**config.mk**
```make
export PLATFORM = sky130hd
export DESIGN_NAME = cfl_timestep_reduction_top
export DESIGN_NICKNAME = d
export VERILOG_FILES = /design/src/design/cfl_pkg.sv /design/src/design/cfl_datapath.sv /design/src/design/cfl_ctrl.sv /design/src/design/cfl_timestep_reduction_top.sv
export VERILOG_INCLUDE_DIRS = /design/src /design/src/design
export SDC_FILE = /design/constraint.sdc
export NUM_CORES = 2
export LEC_CHECK = 0
export ABC_AREA = 1
export BUFFER_PORTS_ARGS = -buffer_cell sky130_fd_sc_hd__buf_4
export CORE_MARGIN = 5
export CORE_UTILIZATION = 30
export CTS_CLUSTER_DIAMETER = 50
export DETAILED_ROUTE_END_ITERATION = 6
export GPL_TIMING_DRIVEN = 0
export SETUP_SLACK_MARGIN = 0.3
export SLEW_MARGIN = 20
export SYNTH_ARGS = -nofsm -noshare
export SYNTH_HDL_FRONTEND = slang
export SYNTH_SLANG_ARGS = --single-unit
export TNS_END_PERCENT = 20
```
**constraint.sdc**
```tcl
create_clock -name clk_i -period 21.8 [get_ports clk_i]
set_clock_uncertainty 0.15 [all_clocks]
set_input_delay 2.18 -clock clk_i [delete_from_list [all_inputs] [get_ports clk_i]]
set_output_delay 2.18 -clock clk_i [all_outputs]
set_load 0.02 [all_outputs]
```
**src/design/cfl_timestep_reduction_top_defines.svh**
```systemverilog
// ----------------------------------------------------------------------------
// CFL time-step reduction assertion macros
// Shared assertion helpers; define NO_ASSERTIONS to drop them.
// ----------------------------------------------------------------------------
`ifndef CFL_TIMESTEP_REDUCTION_TOP_DEFINES_SVH
`define CFL_TIMESTEP_REDUCTION_TOP_DEFINES_SVH
`ifndef NO_ASSERTIONS
`define CFL_ASSERT_IMP(label, a, b) \
  label: assert property (@(posedge clk_i) disable iff (!rst_ni) (a) |-> (b)) \
    else $error("assertion failed");
`define CFL_ASSERT_NXT(label, a, b) \
  label: assert property (@(posedge clk_i) disable iff (!rst_ni) (a) |=> (b)) \
    else $error("assertion failed");
`else
`define CFL_ASSERT_IMP(label, a, b)
`define CFL_ASSERT_NXT(label, a, b)
`endif
`endif

```
**src/design/cfl_pkg.sv**
```systemverilog
// ----------------------------------------------------------------------------
// CFL time-step reduction package
// Widths, register indexes, controller states and control/status bundles.
// ----------------------------------------------------------------------------
package cfl_pkg;

  localparam int unsigned WordBits = 32;
  localparam int unsigned FracBits = 16;
  localparam int unsigned GammaBits = 19;
  localparam int unsigned CourantBits = 17;
  localparam int unsigned ProdBits = GammaBits + WordBits;
  localparam int unsigned QBits = 2 * WordBits - FracBits;
  localparam int unsigned CntBits = 6;

  localparam logic [WordBits-1:0] WordMax = '1;
  localparam logic [GammaBits-1:0] GammaReset = GammaBits'(109227);
  localparam logic [CourantBits-1:0] CourantReset = CourantBits'(26214);
  localparam logic [1:0] DimsReset = 2'd3;
  localparam logic [WordBits-1:0] InitReset = WordBits'(65536);

  typedef enum logic [1:0] {
    REG_GAMMA   = 2'd0,
    REG_COURANT = 2'd1,
    REG_DIMS    = 2'd2,
    REG_INITIAL = 2'd3
  } reg_idx_e;

  typedef enum logic [3:0] {
    ST_IDLE,
    ST_MUL,
    ST_QSTART,
    ST_QDIV,
    ST_RSTART,
    ST_ROOT,
    ST_TSTART,
    ST_TDIV,
    ST_TFOLD,
    ST_SCALE,
    ST_EMIT
  } state_e;

  typedef struct packed {
    logic       load;
    logic       mul_en;
    logic       mul_scale;
    logic       div_start;
    logic       div_time;
    logic       root_start;
    logic       fold;
    logic       emit;
    logic [1:0] dim;
  } cmd_t;

  typedef struct packed {
    logic       div_busy;
    logic       root_busy;
    logic       last;
    logic       out_free;
    logic [1:0] dims;
  } status_t;

endpackage

```
**src/design/cfl_datapath.sv**
```systemverilog
// ----------------------------------------------------------------------------
// CFL time-step reduction datapath
// Item and configuration registers, shared multiplier, iterative divider,
// iterative square root, running minimum and the output register.
// ----------------------------------------------------------------------------
module cfl_datapath (
  input  logic                            clk_i,
  input  logic                            rst_ni,
  input  cfl_pkg::cmd_t                   cmd_i,
  output cfl_pkg::status_t                status_o,
  input  logic                            cfg_we_i,
  input  logic [1:0]                      cfg_idx_i,
  input  logic [cfl_pkg::WordBits-1:0]    cfg_data_i,
  input  logic [8*cfl_pkg::WordBits-1:0]  in_data_i,
  input  logic                            in_last_i,
  output logic                            out_valid_o,
  input  logic                            out_ready_i,
  output logic [cfl_pkg::WordBits-1:0]    out_step_o,
  output logic [1:0]                      out_flags_o
);

  localparam int unsigned W = cfl_pkg::WordBits;
  localparam int unsigned P = cfl_pkg::ProdBits;

  logic [cfl_pkg::GammaBits-1:0]   gamma_q;
  logic [cfl_pkg::CourantBits-1:0] courant_q;
  logic [1:0]                      dims_q;
  logic [W-1:0] rho_q, p_q;
  logic [W-1:0] vel_q [3];
  logic [W-1:0] wid_q [3];
  logic         last_q;
  logic [P-1:0] prod_q;
  logic [W-1:0] min_q, prev_q, cs_q, spd_q;
  logic         degen_q;

  logic [P-1:0] dvd_q;
  logic [W-1:0] dsr_q, rem_q;
  logic [cfl_pkg::CntBits-1:0] dcnt_q;
  logic         dbusy_q;

  logic [2*W-1:0] rx_q;
  logic [W+2:0]   rrem_q;
  logic [cfl_pkg::CntBits-1:0] rcnt_q;
  logic         rbusy_q;

  logic         ovalid_q;
  logic [W-1:0] ostep_q;
  logic [1:0]   oflags_q;

  logic [W-1:0]   vel_sel, mag;
  logic [W:0]     spd_sum;
  logic [W-1:0]   spd_w;
  logic [W:0]     remsh;
  logic           dbit;
  logic [W-1:0]   quo_sat;
  logic [cfl_pkg::QBits-1:0] q_sat;
  logic [W+2:0]   rtrial, rsub;
  logic [cfl_pkg::GammaBits-1:0] mul_a;
  logic [W-1:0]   mul_b;
  logic [W-1:0]   scaled, twice;
  logic           capped;

  always_comb begin
    vel_sel = vel_q[cmd_i.dim];
    mag = vel_sel[W-1] ? (~vel_sel + W'(1)) : vel_sel;
    spd_sum = {1'b0, mag} + {1'b0, cs_q};
    spd_w = spd_sum[W] ? cfl_pkg::WordMax : spd_sum[W-1:0];
    remsh = {rem_q, dvd_q[P-1]};
    dbit = (remsh >= {1'b0, dsr_q});
    quo_sat = (dvd_q[P-1:W] != '0) ? cfl_pkg::WordMax : dvd_q[W-1:0];
    q_sat = (dvd_q[P-1:cfl_pkg::QBits] != '0) ? '1 : dvd_q[cfl_pkg::QBits-1:0];
    rtrial = {rrem_q[W:0], rx_q[2*W-1:2*W-2]};
    rsub = {1'b0, cs_q, 2'b01};
    mul_a = cmd_i.mul_scale ? cfl_pkg::GammaBits'(courant_q) : gamma_q;
    mul_b = cmd_i.mul_scale ? min_q : p_q;
    scaled = (prod_q[P-1:W+cfl_pkg::FracBits] != '0) ? cfl_pkg::WordMax :
             prod_q[W+cfl_pkg::FracBits-1:cfl_pkg::FracBits];
    twice = prev_q[W-1] ? cfl_pkg::WordMax : {prev_q[W-2:0], 1'b0};
    capped = (twice < scaled);
  end

  always_ff @(posedge clk_i or negedge rst_ni) begin
    if (!rst_ni) begin
      gamma_q   <= cfl_pkg::GammaReset;
      courant_q <= cfl_pkg::CourantReset;
      dims_q    <= cfl_pkg::DimsReset;
      prev_q    <= cfl_pkg::InitReset;
      min_q     <= cfl_pkg::WordMax;
      degen_q   <= 1'b0;
      dbusy_q   <= 1'b0;
      dcnt_q    <= '0;
      rbusy_q   <= 1'b0;
      rcnt_q    <= '0;
      ovalid_q  <= 1'b0;
    end else begin
      if (cfg_we_i) begin
        unique case (cfl_pkg::reg_idx_e'(cfg_idx_i))
          cfl_pkg::REG_GAMMA:   gamma_q <= cfg_data_i[cfl_pkg::GammaBits-1:0];
          cfl_pkg::REG_COURANT: courant_q <= cfg_data_i[cfl_pkg::CourantBits-1:0];
          cfl_pkg::REG_DIMS:    dims_q <= cfg_data_i[1:0];
          cfl_pkg::REG_INITIAL: prev_q <= cfg_data_i;
          default: ;
        endcase
      end
      if (cmd_i.load && in_data_i[W-1:0] == '0) begin
        degen_q <= 1'b1;
      end
      if (cmd_i.div_start) begin
        dbusy_q <= 1'b1;
        dcnt_q <= cfl_pkg::CntBits'(P);
      end else if (dbusy_q) begin
        dcnt_q <= dcnt_q - 1'b1;
        if (dcnt_q == cfl_pkg::CntBits'(1)) begin
          dbusy_q <= 1'b0;
        end
      end
      if (cmd_i.root_start) begin
        rbusy_q <= 1'b1;
        rcnt_q <= cfl_pkg::CntBits'(W);
      end else if (rbusy_q) begin
        rcnt_q <= rcnt_q - 1'b1;
        if (rcnt_q == cfl_pkg::CntBits'(1)) begin
          rbusy_q <= 1'b0;
        end
      end
      if (cmd_i.fold) begin
        if (spd_q == '0) begin
          degen_q <= 1'b1;
        end
        if (quo_sat < min_q) begin
          min_q <= quo_sat;
        end
      end
      if (out_ready_i) begin
        ovalid_q <= 1'b0;
      end
      if (cmd_i.emit) begin
        ovalid_q <= 1'b1;
        prev_q <= capped ? twice : scaled;
        min_q <= cfl_pkg::WordMax;
        degen_q <= 1'b0;
      end
    end
  end

  always_ff @(posedge clk_i) begin
    if (cmd_i.load) begin
      rho_q <= in_data_i[W-1:0];
      p_q <= in_data_i[2*W-1:W];
      for (int i = 0; i < 3; i++) begin
        vel_q[i] <= in_data_i[(2+i)*W +: W];
        wid_q[i] <= in_data_i[(5+i)*W +: W];
      end
      last_q <= in_last_i;
    end
    if (cmd_i.mul_en) begin
      prod_q <= P'(mul_a) * P'(mul_b);
    end
    if (cmd_i.div_start) begin
      rem_q <= '0;
      if (cmd_i.div_time) begin
        dvd_q <= P'({wid_q[cmd_i.dim], cfl_pkg::FracBits'(0)});
        dsr_q <= spd_w;
        spd_q <= spd_w;
      end else begin
        dvd_q <= prod_q;
        dsr_q <= rho_q;
      end
    end else if (dbusy_q) begin
      rem_q <= dbit ? W'(remsh - {1'b0, dsr_q}) : remsh[W-1:0];
      dvd_q <= {dvd_q[P-2:0], dbit};
    end
    if (cmd_i.root_start) begin
      rx_q <= {q_sat, cfl_pkg::FracBits'(0)};
      rrem_q <= '0;
      cs_q <= '0;
    end else if (rbusy_q) begin
      rx_q <= {rx_q[2*W-3:0], 2'b00};
      if (rtrial >= rsub) begin
        rrem_q <= rtrial - rsub;
        cs_q <= {cs_q[W-2:0], 1'b1};
      end else begin
        rrem_q <= rtrial;
        cs_q <= {cs_q[W-2:0], 1'b0};
      end
    end
    if (cmd_i.emit) begin
      ostep_q <= capped ? twice : scaled;
      oflags_q <= {degen_q, capped};
    end
  end

  assign status_o.div_busy = dbusy_q;
  assign status_o.root_busy = rbusy_q;
  assign status_o.last = last_q;
  assign status_o.out_free = !ovalid_q || out_ready_i;
  assign status_o.dims = (dims_q == 2'd0) ? 2'd1 : dims_q;
  assign out_valid_o = ovalid_q;
  assign out_step_o = ostep_q;
  assign out_flags_o = oflags_q;

endmodule

```
**src/design/cfl_ctrl.sv**
```systemverilog
// ----------------------------------------------------------------------------
// CFL time-step reduction controller
// Sequences the multiplier, divider and square root for one cell at a time.
// ----------------------------------------------------------------------------
module cfl_ctrl (
  input  logic             clk_i,
  input  logic             rst_ni,
  input  logic             in_valid_i,
  output logic             in_ready_o,
  input  cfl_pkg::status_t status_i,
  output cfl_pkg::cmd_t    cmd_o
);

  cfl_pkg::state_e state_q, state_d;
  logic [1:0] dim_q, dim_d;

  always_ff @(posedge clk_i or negedge rst_ni) begin
    if (!rst_ni) begin
      state_q <= cfl_pkg::ST_IDLE;
      dim_q <= '0;
    end else begin
      state_q <= state_d;
      dim_q <= dim_d;
    end
  end

  always_comb begin
    state_d = state_q;
    dim_d = dim_q;
    cmd_o = '0;
    cmd_o.dim = dim_q;
    in_ready_o = 1'b0;
    unique case (state_q)
      cfl_pkg::ST_IDLE: begin
        in_ready_o = 1'b1;
        if (in_valid_i) begin
          cmd_o.load = 1'b1;
          state_d = cfl_pkg::ST_MUL;
        end
      end
      cfl_pkg::ST_MUL: begin
        cmd_o.mul_en = 1'b1;
        state_d = cfl_pkg::ST_QSTART;
      end
      cfl_pkg::ST_QSTART: begin
        cmd_o.div_start = 1'b1;
        state_d = cfl_pkg::ST_QDIV;
      end
      cfl_pkg::ST_QDIV: begin
        if (!status_i.div_busy) begin
          state_d = cfl_pkg::ST_RSTART;
        end
      end
      cfl_pkg::ST_RSTART: begin
        cmd_o.root_start = 1'b1;
        state_d = cfl_pkg::ST_ROOT;
      end
      cfl_pkg::ST_ROOT: begin
        if (!status_i.root_busy) begin
          dim_d = '0;
          state_d = cfl_pkg::ST_TSTART;
        end
      end
      cfl_pkg::ST_TSTART: begin
        cmd_o.div_start = 1'b1;
        cmd_o.div_time = 1'b1;
        state_d = cfl_pkg::ST_TDIV;
      end
      cfl_pkg::ST_TDIV: begin
        if (!status_i.div_busy) begin
          state_d = cfl_pkg::ST_TFOLD;
        end
      end
      cfl_pkg::ST_TFOLD: begin
        cmd_o.fold = 1'b1;
        if (dim_q + 2'd1 == status_i.dims) begin
          state_d = status_i.last ? cfl_pkg::ST_SCALE : cfl_pkg::ST_IDLE;
        end else begin
          dim_d = dim_q + 2'd1;
          state_d = cfl_pkg::ST_TSTART;
        end
      end
      cfl_pkg::ST_SCALE: begin
        cmd_o.mul_en = 1'b1;
        cmd_o.mul_scale = 1'b1;
        state_d = cfl_pkg::ST_EMIT;
      end
      cfl_pkg::ST_EMIT: begin
        if (status_i.out_free) begin
          cmd_o.emit = 1'b1;
          state_d = cfl_pkg::ST_IDLE;
        end
      end
      default: state_d = cfl_pkg::ST_IDLE;
    endcase
  end

endmodule

```
**src/design/cfl_timestep_reduction_top.sv**
```systemverilog
// ----------------------------------------------------------------------------
// CFL time-step reduction top level
// One grid cell per transaction; a time step is emitted after the last cell.
// ----------------------------------------------------------------------------
// Each cell's processing time is set by the shared one-bit-per-cycle divider,
// which runs 51 steps for gamma * p / rho and once per dimension for the
// crossing time, plus a 32-step square root; a last cell adds the scale and
// emit states, and stalls in the emit state while an earlier result still
// waits in the output register. Cells are taken one at a time, and a finished
// result waits in the output register while the next cell is processed.
`include "cfl_timestep_reduction_top_defines.svh"
module cfl_timestep_reduction_top (
  input  logic                           clk_i,
  input  logic                           rst_ni,
  input  logic                           cfg_we_i,
  input  logic [1:0]                     cfg_idx_i,
  input  logic [cfl_pkg::WordBits-1:0]   cfg_data_i,
  input  logic                           s_axis_tvalid,
  output logic                           s_axis_tready,
  // density, pressure, velocity_x, velocity_y, velocity_z, width_x, width_y, width_z
  input  logic [8*cfl_pkg::WordBits-1:0] s_axis_tdata,
  input  logic                           s_axis_tlast,
  output logic                           m_axis_tvalid,
  input  logic                           m_axis_tready,
  // new_step
  output logic [cfl_pkg::WordBits-1:0]   m_axis_tdata,
  // growth_capped, degenerate_cell
  output logic [1:0]                     m_axis_tuser
);

  cfl_pkg::cmd_t    cmd;
  cfl_pkg::status_t status;

  cfl_ctrl u_ctrl (
    .clk_i      (clk_i),
    .rst_ni     (rst_ni),
    .in_valid_i (s_axis_tvalid),
    .in_ready_o (s_axis_tready),
    .status_i   (status),
    .cmd_o      (cmd)
  );

  cfl_datapath u_datapath (
    .clk_i       (clk_i),
    .rst_ni      (rst_ni),
    .cmd_i       (cmd),
    .status_o    (status),
    .cfg_we_i    (cfg_we_i),
    .cfg_idx_i   (cfg_idx_i),
    .cfg_data_i  (cfg_data_i),
    .in_data_i   (s_axis_tdata),
    .in_last_i   (s_axis_tlast),
    .out_valid_o (m_axis_tvalid),
    .out_ready_i (m_axis_tready),
    .out_step_o  (m_axis_tdata),
    .out_flags_o (m_axis_tuser)
  );

  `CFL_ASSERT_NXT(a_busy_after_accept, s_axis_tvalid && s_axis_tready, !s_axis_tready)
  `CFL_ASSERT_IMP(a_valid_from_emit, $rose(m_axis_tvalid), $past(cmd.emit))
  `CFL_ASSERT_IMP(a_div_idle_on_start, cmd.div_start, !status.div_busy)

endmodule
```
# ---- After elaboration in Yosys (flattened, before gate mapping)
# Memory sizes are Yosys's and may differ from the RTL's.
# Index checks and enable logic that the tools add are counted.
dict set report totals {
  reg_bits 534
  mem_bits_rw 192
  in_bits 296
  out_inout_bits 36
  word_cells 157
  mem_count 2
}
dict set report classes {
  add_sub_neg 7
  mul 1
  n_lt_le_gt_ge 4
  n_eq_ne 22
  n_mux 65
  bitwise_logic 1
  n_reduce_logical 29
}
# memory words word_bits read_ports rd_ports_with_merged_regs wr line_no
set memory_table {}
lappend memory_table {u_datapath.vel_q 3 32 1 0 3 cfl_datapath.sv:29} ;# logic [W-1:0] vel_q [3];
lappend memory_table {u_datapath.wid_q 3 32 1 0 3 cfl_datapath.sv:30} ;# logic [W-1:0] wid_q [3];
# operator count
set op_table {}
lappend op_table {{$mux W32} 15}
lappend op_table {{$mux W51} 3}
lappend op_table {{$mux W64} 2}
lappend op_table {{$logic_not A32 Y1} 2}
lappend op_table {{$lt A32 B32 Y1} 2}
lappend op_table {{$mul A19 B32 Y51} 1}
lappend op_table {{$mux W48} 1}
lappend op_table {{$pmux W4 S11} 1}
lappend op_table {{$ge A35 B34 Y1} 1}
lappend op_table {{$add A32 B32 Y33} 1}
lappend op_table {{$ge A33 B32 Y1} 1}
lappend op_table {{$mux W33} 1}
lappend op_table {{$sub A33 B33 Y33} 1}
lappend op_table {{$add A32 B1 Y32 const B} 1}
lappend op_table {{$not A32 Y32} 1}
lappend op_table {{$sub A32 B32 Y32} 1}
lappend op_table {{$mux W4} 7}
lappend op_table {{$mux W1} 26}
lappend op_table {{$mux W6} 4}
lappend op_table {{$mux W19} 1}
lappend op_table {{$reduce_bool A19 Y1} 1}
lappend op_table {{$eq A4 B3 Y1 const B} 4}
lappend op_table {{$reduce_bool A2 Y1} 8}
lappend op_table {{$eq A4 B4 Y1 const B} 3}
lappend op_table {{21 further kinds} 40}

# ---- Logic depth before layout (Yosys ltp)
dict set report logic_depth {
  ltp_word 7
  mapped_depth 35
  mapped_depth_nobuf 33
}

# ---- Hierarchy
# A second synthesis with hierarchy kept.
dict set report hier_totals {
  hier_cells 6569
  area_unflattened_um2 56857.0
}
# module n_inst cells_per_inst area_each_um2 seq_area_each_um2
set modules_own_cells {}
lappend modules_own_cells {cfl_datapath 1 6478 56311.5 20125.6}
lappend modules_own_cells {cfl_ctrl 1 91 545.5 150.1}

# ---- Worst setup path after synthesis
# No wires, ideal clock.
dict set report synth_timing {
  path_kind {input-to-reg}
  startpoint {input port s_axis_tvalid}
  endpoint {register u_datapath.last_q, enable pin}
  setup_time_ns 1.193
  t_arrival_ns 19.464
  required_ns 20.457
  setup_slack_ns 0.994
  stages 2
  n_path_buf 0
  cell_sequence {inv_1 -> nor3_1}
}
# item line_no
set synth_rtl {}
lappend synth_rtl {{start: declaration} cfl_timestep_reduction_top.sv:18} ;# input logic s_axis_tvalid,
lappend synth_rtl {{end signal: assignment} cfl_datapath.sv:154} ;# last_q <= in_last_i;
lappend synth_rtl {{end: declaration} cfl_datapath.sv:31} ;# logic last_q;

# ---- Final worst setup path
dict set report layout_timing {
  startpoint {register u_ctrl.state_q[2]}
  endpoint {register u_datapath.prod_q[45], data pin}
}
dict set report layout_between {
  elab_chain_len 4
  elab_cells_between_ends 5
  classes_between {mul (1); eq/ne (1); mux (3)}
}
# item line_no
set layout_rtl {}
lappend layout_rtl {{start: declaration} cfl_ctrl.sv:14} ;# cfl_pkg::state_e state_q, state_d;
lappend layout_rtl {{start signal: assignment} cfl_ctrl.sv:19} ;# state_q <= cfl_pkg::ST_IDLE;
lappend layout_rtl {{start signal: assignment} cfl_ctrl.sv:22} ;# state_q <= state_d;
lappend layout_rtl {{$eq A4 B4 Y1 (*)} cfl_ctrl.sv:33} ;# unique case (state_q)
lappend layout_rtl {{$mux W1 (*)} cfl_ctrl.sv:33}
lappend layout_rtl {{$mux W19 or $mux W32 (tied branches)} {cfl_datapath.sv:74, cfl_datapath.sv:75}}
lappend layout_rtl {{$mul A19 B32 Y51 (*)} cfl_datapath.sv:157} ;# prod_q <= P'(mul_a) * P'(mul_b);
lappend layout_rtl {{end signal: assignment} cfl_datapath.sv:157}
lappend layout_rtl {{end: declaration} cfl_datapath.sv:32} ;# logic [P-1:0] prod_q;
# Every way passes the cells marked *; elsewhere a longest branch is shown, timed or not.
# A chain may end at the register's enable or synchronous reset.

==> flow_summary.toml <==
[clocking]
cts_tree = "built"
clk-insertion-delay-late_ns = 0.75
cts_hold_buf = 0
clockRootBuffer = "clkbuf_16"
postCtsSetupRepairBufs = 0
clock_path_buffers = 3
cts_max_level = 3
cts_resized = 0
path_clk_slew_ns = 0.06
cts_sinks = 726
cts_buffers = 104

[global_route]
grt-ovfl-total = 0
antenna_found_initial = 5
grt_pass1_wl_um = 308000
grt_usage = 0.206
grt_max_degree = 81
grt_pass1_vias = 48400

[yosys]
synth_area_leader_cell = "edfxtp_1"
synth-edff-count = 505
synth_area_leaders = "edfxtp_1 27%, fa_1 18%, nand2_1 8.6%, inv_1 7.9%, ha_1 6.6%"
ys_async_sr_fraction = 0.171
ys_types = 60
synth_top_area_share = 0.266
ys_seq_area_frac = 0.356
ys_seq_elements = 726
syn_nets = 7677
synth-main-ff-cell = "edfxtp_1"
ys_warn_count = 0
syn_area_um2 = 57000
synthCells = 6569
synth.avg_cell_area_um2 = 8.67

[die]
core_region_area_um2 = 190000
std_cell_rows = 160
ios = 332
start_util = 0.300
die_h_um = 446
die_w_um = 446
die-area_um2 = 199000

[critical_path]
cp.arrival_ns = 10.34
crit_required_ns = 22.15
cpMaxStageDelayCell = "o21ai_1"
rrSetupSlack_ns = 11.81
critPathBufInv = 8
critPathKind = "register to register"
worstSetupEndpointType = "register"
cp_top_family = "adder cells"
critPathLaunchType = "register"
cp_max_fo = 10
worst_path_largest_cell_delay_ns = 0.95
crit_path_frequent_cell = "fa_1"

[layout]
drive_gt1_frac = 0.111
nNetsFinal = 8149
final_common_cell = "nand2_1"
stdcell_area_um2 = 66500
final_cell_mix = "1303 x nand2_1, 1200 x inv_1, 764 x nor2_1"
final_util = 0.351
syn2layout_area_growth_pct = 16.7

[placed_design]
dp_hpwl_um = 171000
io_buffers = 330
dp_slack_ns = 11.99
gp_congestion = 0.976
dpl_cell_area_um2 = 63000

[sta]
fin_crit_sh = 0.458
max_freq_mhz = 100
tightestPinTransition_ns = 1.28
slew_viol_final = 0
hold_violations = 0
fin_ws_ns = 11.81
finalSetupViolCount = 0
relSlewSlack = 0.137
period_needed_ns = 9.99
rsz0062_at_grt = "no"

[run_status]
status = "finished clean"

[run]
cap_violations = 0

[detailed_routing]
firstDrtPassIters = 6
wirelength_um = 209000
initialDrtViolationCount = 3845
antenna_left = 0
vias = 47400
vias_per_cell = 4.92
drc = 0
routedWlPerCell_um = 21.6

[min_path]
hp-class = "register to register"
-- worst reg2reg max path, cell delays in order, from the launching register on --
cell,delay (ns)
dfrtp_1,0.42
inv_1,0.13
nand2_1,0.13
nor2_2,0.50
inv_2,0.17
clkbuf_1,0.40
o21ai_1,0.96
clkinv_1,0.87
nor2_1,0.31
fa_1,0.51
fa_1,0.57
inv_1,0.06
fa_1,0.50
inv_1,0.06
fa_1,0.52
fa_1,0.50
inv_1,0.05
fa_1,0.56
inv_1,0.07
ha_1,0.37
nand2_1,0.14
nor4_1,0.77
o21ai_0,0.20
nand3_1,0.31
a31oi_1,0.15
xnor2_1,0.39
-- Yosys cell counts, drive strengths merged, types with 5 or more instances --
| library cell | number |
|---|---|
| a211oi | 9 |
| a21boi | 8 |
| a21o | 17 |
| a21oi | 267 |
| a221oi | 5 |
| a22oi | 44 |
| a31oi | 80 |
| and2 | 11 |
| buf | 80 |
| clkbuf | 157 |
| clkinv | 15 |
| dfrtp | 71 |
| dfstp | 53 |
| dfxtp | 97 |
| edfxtp | 505 |
| fa | 511 |
| ha | 301 |
| inv | 1216 |
| nand2 | 1313 |
| nand3 | 258 |
| nand3b | 5 |
| nand4 | 57 |
| nor2 | 773 |
| nor3 | 34 |
| nor4 | 28 |
| o211ai | 57 |
| o21a | 24 |
| o21ai | 286 |
| o21bai | 20 |
| o221a | 32 |
| o31ai | 35 |
| or2 | 36 |
| xnor2 | 62 |
| xor2 | 86 |
-- sequential cells by signal, indices dropped and copies added, names as in the netlist, 32 cells and up --
signal and cells:
u_datapath.vel_q 96, u_datapath.wid_q 96, u_datapath.dvd_q 51, u_datapath.prod_q 51
u_datapath.rx_q 48, u_datapath.rrem_q 33, u_datapath.cs_q 32, u_datapath.dsr_q 32
u_datapath.min_q 32, u_datapath.out_step_o 32, u_datapath.p_q 32, u_datapath.prev_q 32
u_datapath.rem_q 32, u_datapath.rho_q 32, u_datapath.spd_q 32
-- metrics by stage --
stage	hold slack (ns)	instances	TNS [ns]
after floorplan	0.276	6569	0
after global placement	0.283	9410	-2304.94
after detailed placement	0.305	9446	0
after CTS	0.318	9642	0
after global routing	0.337	9643	0
final	0.319	9644	0
-- cell families (layout without fill, tap and decap cells) --
family,after synthesis,after routing,synth area share
simple gates,2517,2517,0.180
buf+inv,1468,2030,0.0991
compound gates,898,898,0.0965
fa+ha+maj,812,812,0.246
flops,726,726,0.356
xor+xnor,148,148,0.0228
other cells,0,2,0
-- layout make-up --
| class | instances | area, um^2 |
|---|---|---|
| inverter | 1231 | 4630 |
| tap | 2511 | 3140 |
| buffer | 237 | 1030 |
| fill | 19500 | 123000 |
| clock buffer | 124 | 2730 |
| timing repair buffer | 366 | 2870 |
| multi-input combinational | 4375 | 31100 |
| clock inverter | 72 | 696 |
| sequential | 726 | 20300 |
| antenna | 2 | 5.00 |
-- routing by layer --
| metal | GRT usage | share of wire | wire (um) | vias to the layer above |
|---|---|---|---|---|
| li1 | - | - | - | 21900 |
| met1 | 0.251 | 0.39 | 81500 | 23300 |
| met2 | 0.352 | 0.48 | 100000 | 1817 |
| met3 | 0.0392 | 0.072 | 15100 | 411 |
| met4 | 0.0984 | 0.056 | 11700 | 0 |
| met5 | 0 | 0 | 0 | - |
-- worst paths after layout --
path	from	end	depth (start not counted)
worst max-delay path	u_ctrl.state_q[2]	u_datapath.prod_q[45]	25
worst max register to register	u_ctrl.state_q[2]	u_datapath.prod_q[45]	25
worst min-delay path	u_datapath.degen_q	u_datapath.out_flags_o[1]	0
worst min register to register	u_datapath.degen_q	u_datapath.out_flags_o[1]	0
max in group asynchronous	rst_ni	u_datapath.min_q[23]	2
min in group asynchronous	rst_ni	u_datapath.prev_q[5]	1
Power is not shown: default switching activity piles up to over one toggle a cycle in this logic, so the estimate is an artifact.
